<file path="src/design/bdq_pkg.sv">
// ----------------------------------------------------------------------------
// bdq_pkg
// shared types and codes of the byte deque: opcodes, status codes, the
// sequencer state and the status pair handed to the output stage
// ----------------------------------------------------------------------------
package bdq_pkg;

  localparam int unsigned OPCODE_W = 3;
  localparam int unsigned DATA_W   = 8;
  localparam int unsigned STATUS_W = 2;

  typedef enum logic [OPCODE_W-1:0] {
    OP_PUSH_FRONT = 3'd0,
    OP_PUSH_BACK  = 3'd1,
    OP_POP_FRONT  = 3'd2,
    OP_POP_BACK   = 3'd3,
    OP_READ       = 3'd4,
    OP_WRITE      = 3'd5,
    OP_INSERT     = 3'd6
  } op_e;

  typedef enum logic [STATUS_W-1:0] {
    ST_OK    = 2'd0,
    ST_EMPTY = 2'd1,
    ST_OOB   = 2'd2,
    ST_FULL  = 2'd3
  } status_e;

  typedef enum logic [2:0] {
    S_IDLE,
    S_DECODE,
    S_RDWAIT,
    S_SH_RD,
    S_SH_WR,
    S_FINISH
  } state_e;

  typedef struct packed {
    status_e status;
    status_e last_error;
  } flags_t;

endpackage

</file>
<file path="src/design/bdq_in_if.sv">
// ----------------------------------------------------------------------------
// bdq_in_if
// command channel of the byte deque: opcode, logical index and data byte
// ----------------------------------------------------------------------------
interface bdq_in_if #(
  parameter int unsigned CNT_W = 7
) ();

  logic             valid;
  logic             ready;
  logic [2:0]       opcode;
  logic [CNT_W-1:0] index;
  logic [7:0]       data_in;

  modport source (output valid, output opcode, output index, output data_in, input ready);
  modport sink   (input valid, input opcode, input index, input data_in, output ready);

endinterface

</file>
<file path="src/design/bdq_out_if.sv">
// ----------------------------------------------------------------------------
// bdq_out_if
// result channel of the byte deque: data byte, fill count and status
// ----------------------------------------------------------------------------
interface bdq_out_if #(
  parameter int unsigned CNT_W = 7
) ();

  logic             valid;
  logic             ready;
  logic [7:0]       read_data;
  logic [CNT_W-1:0] count;
  logic [1:0]       status;
  logic [1:0]       last_error;

  modport source (
    output valid, output read_data, output count, output status, output last_error,
    input ready
  );
  modport sink (
    input valid, input read_data, input count, input status, input last_error,
    output ready
  );

endinterface

</file>
<file path="src/design/bdq_ram.sv">
// ----------------------------------------------------------------------------
// bdq_ram
// generic simple dual port ram, one write and one read port, registered read
// ----------------------------------------------------------------------------
module bdq_ram #(
  parameter int unsigned WIDTH = 8,
  parameter int unsigned DEPTH = 64
) (
  input  logic                     clk_i,
  input  logic                     we_i,
  input  logic [$clog2(DEPTH)-1:0] waddr_i,
  input  logic [WIDTH-1:0]         wdata_i,
  input  logic                     re_i,
  input  logic [$clog2(DEPTH)-1:0] raddr_i,
  output logic [WIDTH-1:0]         rdata_o
);

  logic [WIDTH-1:0] mem_q [DEPTH];
  logic [WIDTH-1:0] rdata_q;

  always_ff @(posedge clk_i) begin
    if (we_i) begin
      mem_q[waddr_i] <= wdata_i;
    end
    if (re_i) begin
      rdata_q <= mem_q[raddr_i];
    end
  end

  assign rdata_o = rdata_q;

endmodule

</file>
<file path="src/design/bdq_ctrl.sv">
// ----------------------------------------------------------------------------
// bdq_ctrl
// sequencer of the byte deque: decodes one command, drives the store ram,
// runs the insert shift, a read state then a write state per moved byte, and holds the result
// ----------------------------------------------------------------------------
module bdq_ctrl #(
  parameter int unsigned CAPACITY = 64,
  parameter int unsigned PTR_W    = $clog2(CAPACITY),
  parameter int unsigned CNT_W    = $clog2(CAPACITY + 1)
) (
  input  logic                 clk_i,
  input  logic                 rst_ni,
  bdq_in_if.sink               in_i,
  // store ram
  output logic                 ram_we_o,
  output logic [PTR_W-1:0]     ram_waddr_o,
  output logic [7:0]           ram_wdata_o,
  output logic                 ram_re_o,
  output logic [PTR_W-1:0]     ram_raddr_o,
  input  logic [7:0]           ram_rdata_i,
  // result towards the output register
  output logic                 res_valid_o,
  input  logic                 res_ready_i,
  output logic [7:0]           res_data_o,
  output logic [CNT_W-1:0]     res_count_o,
  output bdq_pkg::flags_t      res_flags_o
);

  import bdq_pkg::*;

  localparam int unsigned SUM_W = CNT_W + 1;
  localparam logic [SUM_W-1:0] CapSum  = SUM_W'(CAPACITY);
  localparam logic [CNT_W-1:0] CapCnt  = CNT_W'(CAPACITY);
  localparam logic [PTR_W-1:0] LastPtr = PTR_W'(CAPACITY - 1);

  state_e           state_q, state_d;
  logic [2:0]       op_q;
  logic [CNT_W-1:0] idx_q;
  logic [7:0]       din_q;
  logic [PTR_W-1:0] head_q, head_d;
  logic [CNT_W-1:0] count_q, count_d;
  status_e          err_q, err_d;
  status_e          st_q, st_d;
  logic [7:0]       rd_q, rd_d;
  logic [PTR_W-1:0] src_q, src_d;
  logic [PTR_W-1:0] dst_q, dst_d;
  logic             fwd_q, fwd_d;
  logic [CNT_W-1:0] n_q, n_d;

  logic             full;
  logic             empty;
  logic [PTR_W-1:0] head_dec;
  logic [PTR_W-1:0] tail_slot;
  logic [CNT_W-1:0] back_len;

  function automatic logic [PTR_W-1:0] slot_of(input logic [PTR_W-1:0] base,
                                               input logic [CNT_W-1:0] off);
    logic [SUM_W-1:0] sum;
    sum = SUM_W'(base) + SUM_W'(off);
    if (sum >= CapSum) begin
      sum = sum - CapSum;
    end
    return sum[PTR_W-1:0];
  endfunction

  function automatic logic [PTR_W-1:0] ptr_dec(input logic [PTR_W-1:0] p);
    return (p == '0) ? LastPtr : p - PTR_W'(1);
  endfunction

  function automatic logic [PTR_W-1:0] ptr_inc(input logic [PTR_W-1:0] p);
    return (p == LastPtr) ? '0 : p + PTR_W'(1);
  endfunction

  assign full      = (count_q == CapCnt);
  assign empty     = (count_q == '0);
  assign head_dec  = ptr_dec(head_q);
  assign tail_slot = slot_of(head_q, count_q);
  assign back_len  = count_q - idx_q;

  always_ff @(posedge clk_i or negedge rst_ni) begin
    if (!rst_ni) begin
      state_q <= S_IDLE;
      head_q  <= '0;
      count_q <= '0;
      err_q   <= ST_OK;
    end else begin
      state_q <= state_d;
      head_q  <= head_d;
      count_q <= count_d;
      err_q   <= err_d;
    end
  end

  // command and working registers
  always_ff @(posedge clk_i) begin
    if (in_i.valid && in_i.ready) begin
      op_q  <= in_i.opcode;
      idx_q <= in_i.index;
      din_q <= in_i.data_in;
    end
    st_q  <= st_d;
    rd_q  <= rd_d;
    src_q <= src_d;
    dst_q <= dst_d;
    fwd_q <= fwd_d;
    n_q   <= n_d;
  end

  always_comb begin
    state_d     = state_q;
    head_d      = head_q;
    count_d     = count_q;
    err_d       = err_q;
    st_d        = st_q;
    rd_d        = rd_q;
    src_d       = src_q;
    dst_d       = dst_q;
    fwd_d       = fwd_q;
    n_d         = n_q;
    in_i.ready  = 1'b0;
    ram_we_o    = 1'b0;
    ram_waddr_o = dst_q;
    ram_wdata_o = din_q;
    ram_re_o    = 1'b0;
    ram_raddr_o = src_q;
    res_valid_o = 1'b0;

    case (state_q)
      S_IDLE: begin
        in_i.ready = 1'b1;
        if (in_i.valid) begin
          state_d = S_DECODE;
        end
      end

      S_DECODE: begin
        st_d    = ST_OK;
        rd_d    = '0;
        state_d = S_FINISH;
        case (op_e'(op_q))
          OP_PUSH_FRONT: begin
            if (full) begin
              st_d = ST_FULL;
            end else begin
              ram_we_o    = 1'b1;
              ram_waddr_o = head_dec;
              head_d      = head_dec;
              count_d     = count_q + CNT_W'(1);
            end
          end
          OP_PUSH_BACK: begin
            if (full) begin
              st_d = ST_FULL;
            end else begin
              ram_we_o    = 1'b1;
              ram_waddr_o = tail_slot;
              count_d     = count_q + CNT_W'(1);
            end
          end
          OP_POP_FRONT: begin
            if (empty) begin
              st_d = ST_EMPTY;
            end else begin
              ram_re_o    = 1'b1;
              ram_raddr_o = head_q;
              head_d      = ptr_inc(head_q);
              count_d     = count_q - CNT_W'(1);
              state_d     = S_RDWAIT;
            end
          end
          OP_POP_BACK: begin
            if (empty) begin
              st_d = ST_EMPTY;
            end else begin
              ram_re_o    = 1'b1;
              ram_raddr_o = slot_of(head_q, count_q - CNT_W'(1));
              count_d     = count_q - CNT_W'(1);
              state_d     = S_RDWAIT;
            end
          end
          OP_READ: begin
            if (idx_q >= count_q) begin
              st_d = ST_OOB;
            end else begin
              ram_re_o    = 1'b1;
              ram_raddr_o = slot_of(head_q, idx_q);
              state_d     = S_RDWAIT;
            end
          end
          OP_WRITE: begin
            if (idx_q >= count_q) begin
              st_d = ST_OOB;
            end else begin
              ram_we_o    = 1'b1;
              ram_waddr_o = slot_of(head_q, idx_q);
            end
          end
          OP_INSERT: begin
            if (idx_q > count_q) begin
              st_d = ST_OOB;
            end else if (full) begin
              st_d = ST_FULL;
            end else begin
              count_d = count_q + CNT_W'(1);
              state_d = S_SH_RD;
              if (back_len > (count_q >> 1)) begin
                // front part moves one slot towards the front
                head_d = head_dec;
                dst_d  = head_dec;
                src_d  = head_q;
                fwd_d  = 1'b1;
                n_d    = idx_q;
              end else begin
                // back part moves one slot towards the back
                dst_d  = tail_slot;
                src_d  = ptr_dec(tail_slot);
                fwd_d  = 1'b0;
                n_d    = back_len;
              end
            end
          end
          default: begin
          end
        endcase
        if (st_d != ST_OK) begin
          err_d = st_d;
        end
      end

      S_RDWAIT: begin
        rd_d    = ram_rdata_i;
        state_d = S_FINISH;
      end

      S_SH_RD: begin
        if (n_q == '0) begin
          ram_we_o = 1'b1;
          state_d  = S_FINISH;
        end else begin
          ram_re_o = 1'b1;
          state_d  = S_SH_WR;
        end
      end

      S_SH_WR: begin
        ram_we_o    = 1'b1;
        ram_wdata_o = ram_rdata_i;
        dst_d       = src_q;
        src_d       = fwd_q ? ptr_inc(src_q) : ptr_dec(src_q);
        n_d         = n_q - CNT_W'(1);
        state_d     = S_SH_RD;
      end

      S_FINISH: begin
        res_valid_o = 1'b1;
        if (res_ready_i) begin
          state_d = S_IDLE;
        end
      end

      default: begin
        state_d = S_IDLE;
      end
    endcase
  end

  assign res_data_o             = rd_q;
  assign res_count_o            = count_q;
  assign res_flags_o.status     = st_q;
  assign res_flags_o.last_error = err_q;

endmodule

</file>
<file path="src/design/byte_deque_with_insert.sv">
// sequence: every command passes accept, decode and finish; pop and read add a read wait,
// insert adds a read state and a write state per byte moved, n = bytes moved (at most CAPACITY/2)
// one command in flight; the store ram gives one read and one write per cycle,
// and each moved byte takes a shift read state and a shift write state
// reset: head, count and sticky error cleared, store contents undefined, no clearing pass
// ----------------------------------------------------------------------------
// byte_deque_with_insert
// bounded double-ended byte buffer with indexed read, write and insert,
// store held in one synchronous ram
// ----------------------------------------------------------------------------
module byte_deque_with_insert #(
  parameter int unsigned CAPACITY = 64
) (
  input  logic     clk_i,
  input  logic     rst_ni,
  bdq_in_if.sink   in_i,
  bdq_out_if.source out_o
);

  import bdq_pkg::*;

  localparam int unsigned PTR_W = $clog2(CAPACITY);
  localparam int unsigned CNT_W = $clog2(CAPACITY + 1);

  // ram port between sequencer and store
  logic             ram_we;
  logic [PTR_W-1:0] ram_waddr;
  logic [7:0]       ram_wdata;
  logic             ram_re;
  logic [PTR_W-1:0] ram_raddr;
  logic [7:0]       ram_rdata;

  // finished result from the sequencer
  logic             res_valid;
  logic             res_ready;
  logic [7:0]       res_data;
  logic [CNT_W-1:0] res_count;
  flags_t           res_flags;

  // output register
  logic             out_valid_q;
  logic [7:0]       out_data_q;
  logic [CNT_W-1:0] out_count_q;
  flags_t           out_flags_q;
  logic             res_load;

  // sequencer: decode, pointer arithmetic and the insert shift
  bdq_ctrl #(
    .CAPACITY (CAPACITY),
    .PTR_W    (PTR_W),
    .CNT_W    (CNT_W)
  ) u_ctrl (
    .clk_i       (clk_i),
    .rst_ni      (rst_ni),
    .in_i        (in_i),
    .ram_we_o    (ram_we),
    .ram_waddr_o (ram_waddr),
    .ram_wdata_o (ram_wdata),
    .ram_re_o    (ram_re),
    .ram_raddr_o (ram_raddr),
    .ram_rdata_i (ram_rdata),
    .res_valid_o (res_valid),
    .res_ready_i (res_ready),
    .res_data_o  (res_data),
    .res_count_o (res_count),
    .res_flags_o (res_flags)
  );

  // circular byte store, physical slot = (head + logical index) mod capacity
  bdq_ram #(
    .WIDTH (8),
    .DEPTH (CAPACITY)
  ) u_store (
    .clk_i   (clk_i),
    .we_i    (ram_we),
    .waddr_i (ram_waddr),
    .wdata_i (ram_wdata),
    .re_i    (ram_re),
    .raddr_i (ram_raddr),
    .rdata_o (ram_rdata)
  );

  // the output register parts the result beat from the command side, so the
  // sequencer goes back to idle as soon as its result is parked here
  assign res_ready = !out_valid_q || out_o.ready;
  assign res_load  = res_valid && res_ready;

  always_ff @(posedge clk_i or negedge rst_ni) begin
    if (!rst_ni) begin
      out_valid_q <= 1'b0;
    end else if (res_load) begin
      out_valid_q <= 1'b1;
    end else if (out_o.ready) begin
      out_valid_q <= 1'b0;
    end
  end

  // payload only, no reset needed
  always_ff @(posedge clk_i) begin
    if (res_load) begin
      out_data_q  <= res_data;
      out_count_q <= res_count;
      out_flags_q <= res_flags;
    end
  end

  assign out_o.valid      = out_valid_q;
  assign out_o.read_data  = out_data_q;
  assign out_o.count      = out_count_q;
  assign out_o.status     = out_flags_q.status;
  assign out_o.last_error = out_flags_q.last_error;

endmodule

</file>
<file path="src/flat_wrapper.sv">
// flat-port wrapper written by rule: the top's interface ports become plain ports
module byte_deque_with_insert_flat import bdq_pkg::*;
#(
  parameter int unsigned CAPACITY = 64
)
  (clk_i, rst_ni, in_i_valid, in_i_opcode, in_i_index, in_i_data_in, in_i_ready, out_o_valid, out_o_read_data, out_o_count, out_o_status, out_o_last_error, out_o_ready);
  bdq_in_if #(.CNT_W((7))) in_i_i ();
  bdq_out_if #(.CNT_W((7))) out_o_i ();
  input  logic clk_i;
  input  logic rst_ni;
  input wire logic [$bits(in_i_i.valid)-1:0] in_i_valid;
  input wire logic [$bits(in_i_i.opcode)-1:0] in_i_opcode;
  input wire logic [$bits(in_i_i.index)-1:0] in_i_index;
  input wire logic [$bits(in_i_i.data_in)-1:0] in_i_data_in;
  output wire logic [$bits(in_i_i.ready)-1:0] in_i_ready;
  output wire logic [$bits(out_o_i.valid)-1:0] out_o_valid;
  output wire logic [$bits(out_o_i.read_data)-1:0] out_o_read_data;
  output wire logic [$bits(out_o_i.count)-1:0] out_o_count;
  output wire logic [$bits(out_o_i.status)-1:0] out_o_status;
  output wire logic [$bits(out_o_i.last_error)-1:0] out_o_last_error;
  input wire logic [$bits(out_o_i.ready)-1:0] out_o_ready;
  assign in_i_i.valid = in_i_valid;
  assign in_i_i.opcode = in_i_opcode;
  assign in_i_i.index = in_i_index;
  assign in_i_i.data_in = in_i_data_in;
  assign in_i_ready = in_i_i.ready;
  assign out_o_valid = out_o_i.valid;
  assign out_o_read_data = out_o_i.read_data;
  assign out_o_count = out_o_i.count;
  assign out_o_status = out_o_i.status;
  assign out_o_last_error = out_o_i.last_error;
  assign out_o_i.ready = out_o_ready;
  byte_deque_with_insert #(.CAPACITY(CAPACITY)) u_core (.clk_i(clk_i), .rst_ni(rst_ni), .in_i(in_i_i), .out_o(out_o_i));
endmodule
</file>
<file path="config.mk">
export PLATFORM = sky130hd
export DESIGN_NAME = byte_deque_with_insert_flat
export DESIGN_NICKNAME = d
export VERILOG_FILES = /design/src/design/bdq_pkg.sv /design/src/design/bdq_in_if.sv /design/src/design/bdq_out_if.sv /design/src/design/bdq_ram.sv /design/src/design/bdq_ctrl.sv /design/src/design/byte_deque_with_insert.sv /design/src/flat_wrapper.sv
export SDC_FILE = /design/constraint.sdc
export NUM_CORES = 1
export LEC_CHECK = 0
export ABC_AREA = 1
export ABC_CLOCK_PERIOD_IN_PS = 4700
export BUFFER_PORTS_ARGS = -buffer_cell sky130_fd_sc_hd__buf_2
export CAP_MARGIN = 20
export CORE_MARGIN = 1.5
export CORE_UTILIZATION = 40
export CTS_BUF_LIST = sky130_fd_sc_hd__clkbuf_4 sky130_fd_sc_hd__clkbuf_8 sky130_fd_sc_hd__clkbuf_16
export DETAILED_ROUTE_END_ITERATION = 8
export HOLD_SLACK_MARGIN = 0.08
export SYNTH_ARGS = -nofsm -noshare
export SYNTH_HDL_FRONTEND = slang
export SYNTH_SLANG_ARGS = --single-unit
</file>
<file path="constraint.sdc">
create_clock -name clk_i -period 4.7 [get_ports clk_i]
set_clock_uncertainty 0.15 [all_clocks]
set_input_delay 0.235 -clock clk_i [delete_from_list [all_inputs] [get_ports clk_i]]
set_output_delay 0.235 -clock clk_i [all_outputs]
set_load 0.05 [all_outputs]
</file>
==> results.yml <==
clocking:
  clock-root-buffer: "clkbuf_16"
  cts_resized: 0
  ctsHtreeMaxLevel: 3
  clk-insertion-delay-late_ns: 0.61
  cts.reportedPaths.clkPinSlew_ns: 0.05
  cts.hold.buffers_added: 22
  tritoncts: "done"
  clock_sinks: 606
  cts_setup_buffers: 0
  cts_made_buffers: 67
  clockBufferDepth: 3
routing:
  m1WireLength_um: 35200
  dr.pass1.iters: 6
  top_layer: "met4"
  wirelength_um: 80100
  routed_via_density: 5.26
  ant_nets: 0
  drc: 0
  met2WireLength_um: 37100
  wire_per_inst_um: 20.4
  wl_met3_um: 6330
  dr_total_vias: 20700
  drtIter0Drc: 2112
power_and_ir_drop:
  leakage_nw: 13.5
  peakVddDrop_uv: 513
  p_per_area_nw_per_um2: 686
logic_synthesis:
  synth-async-reset-ratio_pct: 3.14
  synthCells: 2836
  synth_edf_count: 587
  synth_compound_area_share_pct: 3.26
  synth-xor-area-share_pct: 1.17
  ys_seq_elements: 606
  synthTopCellsByCount: "edfxtp_1, nand3_1, nand2_1, inv_1, nand3b_1"
  synthesis.nets: 2901
  synth_top_family_by_area: "simple AND/OR/NAND/NOR gates"
  yosysTopAreaCellShare_pct: 60.4
  synth.most_common_cell: "edfxtp_1"
  muxShareOfSynthArea_pct: 0
  synth.area.top_cells: "edfxtp_1, nand3_1, nand2_1"
  synthFlopType: "edfxtp_1"
  seq_area_frac_synth_pct: 62.1
  netlist_area_um2: 29200
  synth.avg_cell_area_um2: 10.3
  synthAdderAreaFrac_pct: 1.95
  synth_top_area_cell: "edfxtp_1"
  synthSimpleGateAreaFrac_pct: 22.9
  synthDistinctLibCells: 47
  yosysWarnings: 0
global_route:
  grtUsageTotal_pct: 21.6
  grt_max_degree: 143
  grt_pass1_wl_um: 122000
  antenna_found_initial: 0
  grt_pass1_vias: 20200
  overflow: 0
setup_path:
  critPathKind: "reg -> reg"
  cp.required_ns: 4.77
  worstPathArrival_ns: 4.37
  endpoint_kind: "flip-flop"
  path_max_fanout: 9
  worst_setup_path_start_kind: "flip-flop"
run_status:
  status: "completed"
sta:
  slew_headroom_pct: 26.6
  drv_slew: 0
  grt_setup_unrepaired: "no"
  finalSetupViolations: 0
  fmax_mhz: 233
  tightestPinTransition_ns: 1.10
  period_share_pct: 91.4
  tns_ns: 0
  min_period_ns: 4.29
  hold_viol: 0
floorplanning:
  start_util_pct: 40.6
  rows: 98
  io_pins: 43
  core_um2: 71900
  dieHeight_um: 273
  die-width_um: 273
  die-area_um2: 74500
place:
  place_congestion: 0.943
  dp_hpwl_um: 50400
  dpl_cell_area_um2: 30900
  portBuffers: 42
finish:
  fin_nets: 2998
  fillers: 6608
  drive_above_1_share_pct: 10.6
  diodes: 0
  area_growth_pct: 14.2
  fin_util_pct: 46.4
  final_area_um2: 33300
min_path:
  hp-class: "in -> reg"
run:
  cap_viol_max_count: 0
[worst max-delay path: stages, from the launching register on]
cell and delay [ns]:
dfrtp_1 0.51, ha_1 0.43, nand3_1 0.09, nand2_1 0.12, nand2_1 0.08, nand2_2 0.14, nand2_1 0.15, inv_2 0.17
o21ai_0 0.20, o21ai_0 0.14, o21ai_0 0.11, o21ai_1 0.21, inv_1 0.08, nor2_1 0.12, nand2_1 0.48, nor2_1 0.72
[routing by layer]
layer,vias up,global-route usage [%]
met5,-,0
met4,0,5.82
met3,93,4.13
met2,786,34.5
met1,10000,30.0
li1,9799,-
[stage by stage]
stage	setup WS, ns	cells	hold WS, ns	power (W)
floorplan	0.207	2836	-0.211	0.0142
global placement	0.482	3789	0.0692	0.0174
detailed placement	0.516	3790	0.0717	0.0175
CTS	0.467	3932	0.185	0.0228
global route	0.0683	3934	0.196	0.0241
finish	0.406	3934	0.196	0.0229
[state kept, by name, indices dropped and copies added, names as in the netlist, 3 cells and up]
signal / cells
u_core.u_ctrl.op_q: 3
u_core.out_o.read_data: 8
u_core.u_ctrl.src_q: 6
u_core.out_o.count: 7
u_core.u_ctrl.head_q: 6
u_core.u_store.rdata_o: 8
u_core.u_ctrl.dst_q: 6
u_core.u_ctrl.n_q: 7
u_core.u_ctrl.res_data_o: 8
u_core.u_ctrl.state_q: 3
u_core.u_ctrl.idx_q: 7
u_core.u_ctrl.res_count_o: 7
u_core.u_store.mem_q: 512
u_core.u_ctrl.din_q: 8
[final cells by class]
type | instances | area [µm²] | share of cell area, %
multi-input combinational | 1625 | 8660 | 26.0
timing repair buffer | 172 | 1420 | 4.26
sequential | 606 | 18100 | 54.3
clock buffer | 82 | 1850 | 5.55
clock inverter | 38 | 357 | 1.07
tap | 950 | 1190 | 3.57
inverter | 461 | 1740 | 5.21
[final timing paths]
path	startpoint	endpoint	slack [ns]	depth (start not counted)
setup / recovery	u_core.u_ctrl.res_count_o[2]	u_core.u_store.mem_q[9][1]	0.41	15
hold / removal	in_i_index[6]	u_core.u_ctrl.idx_q[6]	0.20	2
setup reg to reg	u_core.u_ctrl.res_count_o[2]	u_core.u_store.mem_q[9][1]	0.41	15
hold reg to reg	u_core.u_ctrl.st_q[0]	u_core.out_o.status[0]	0.26	0
max in group asynchronous	rst_ni	u_core.u_ctrl.state_q[0]	3.51	4
min in group asynchronous	rst_ni	u_core.u_ctrl.head_q[5]	0.45	3
[cells in the final DEF, fill, tap and decap left out, drive strengths merged]
master         n
nor4           1
xor2          29
a22oi          5
a32oi          4
clkinvlp       2
clkinv        32
o2111ai        2
bufinv         5
nor3          17
o221ai         3
and2           1
nor2         136
nand2        487
o211ai        12
ha            39
fa             4
a21boi         2
xnor2         10
nand3        563
a22o           1
o21ai         83
nand3b       156
clkbuf        82
edfxtp       587
dfrtp         19
inv          460
dlygate4sd3   22
a31oi          5
buf          150
nand4          9
or2            7
a211oi         2
o22ai          9
a21oi         34
and3           1
o31ai          3
[cell families after synthesis]
logic type	Yosys count
AOI/OAI and AO/OA	165
xor gates and xnor gates	39
adders and majority gates	43
buffers and inverters	605
DFF	606
and+or+nand+nor	1378
[power by group]
part	switching, W	internal, W
registers	0.000306	0.00708
logic	0.00731	0.00291
clock network	0.00216	0.00309
total	0.00978	0.0131
Note: power is estimated with default switching activity, not from simulation.
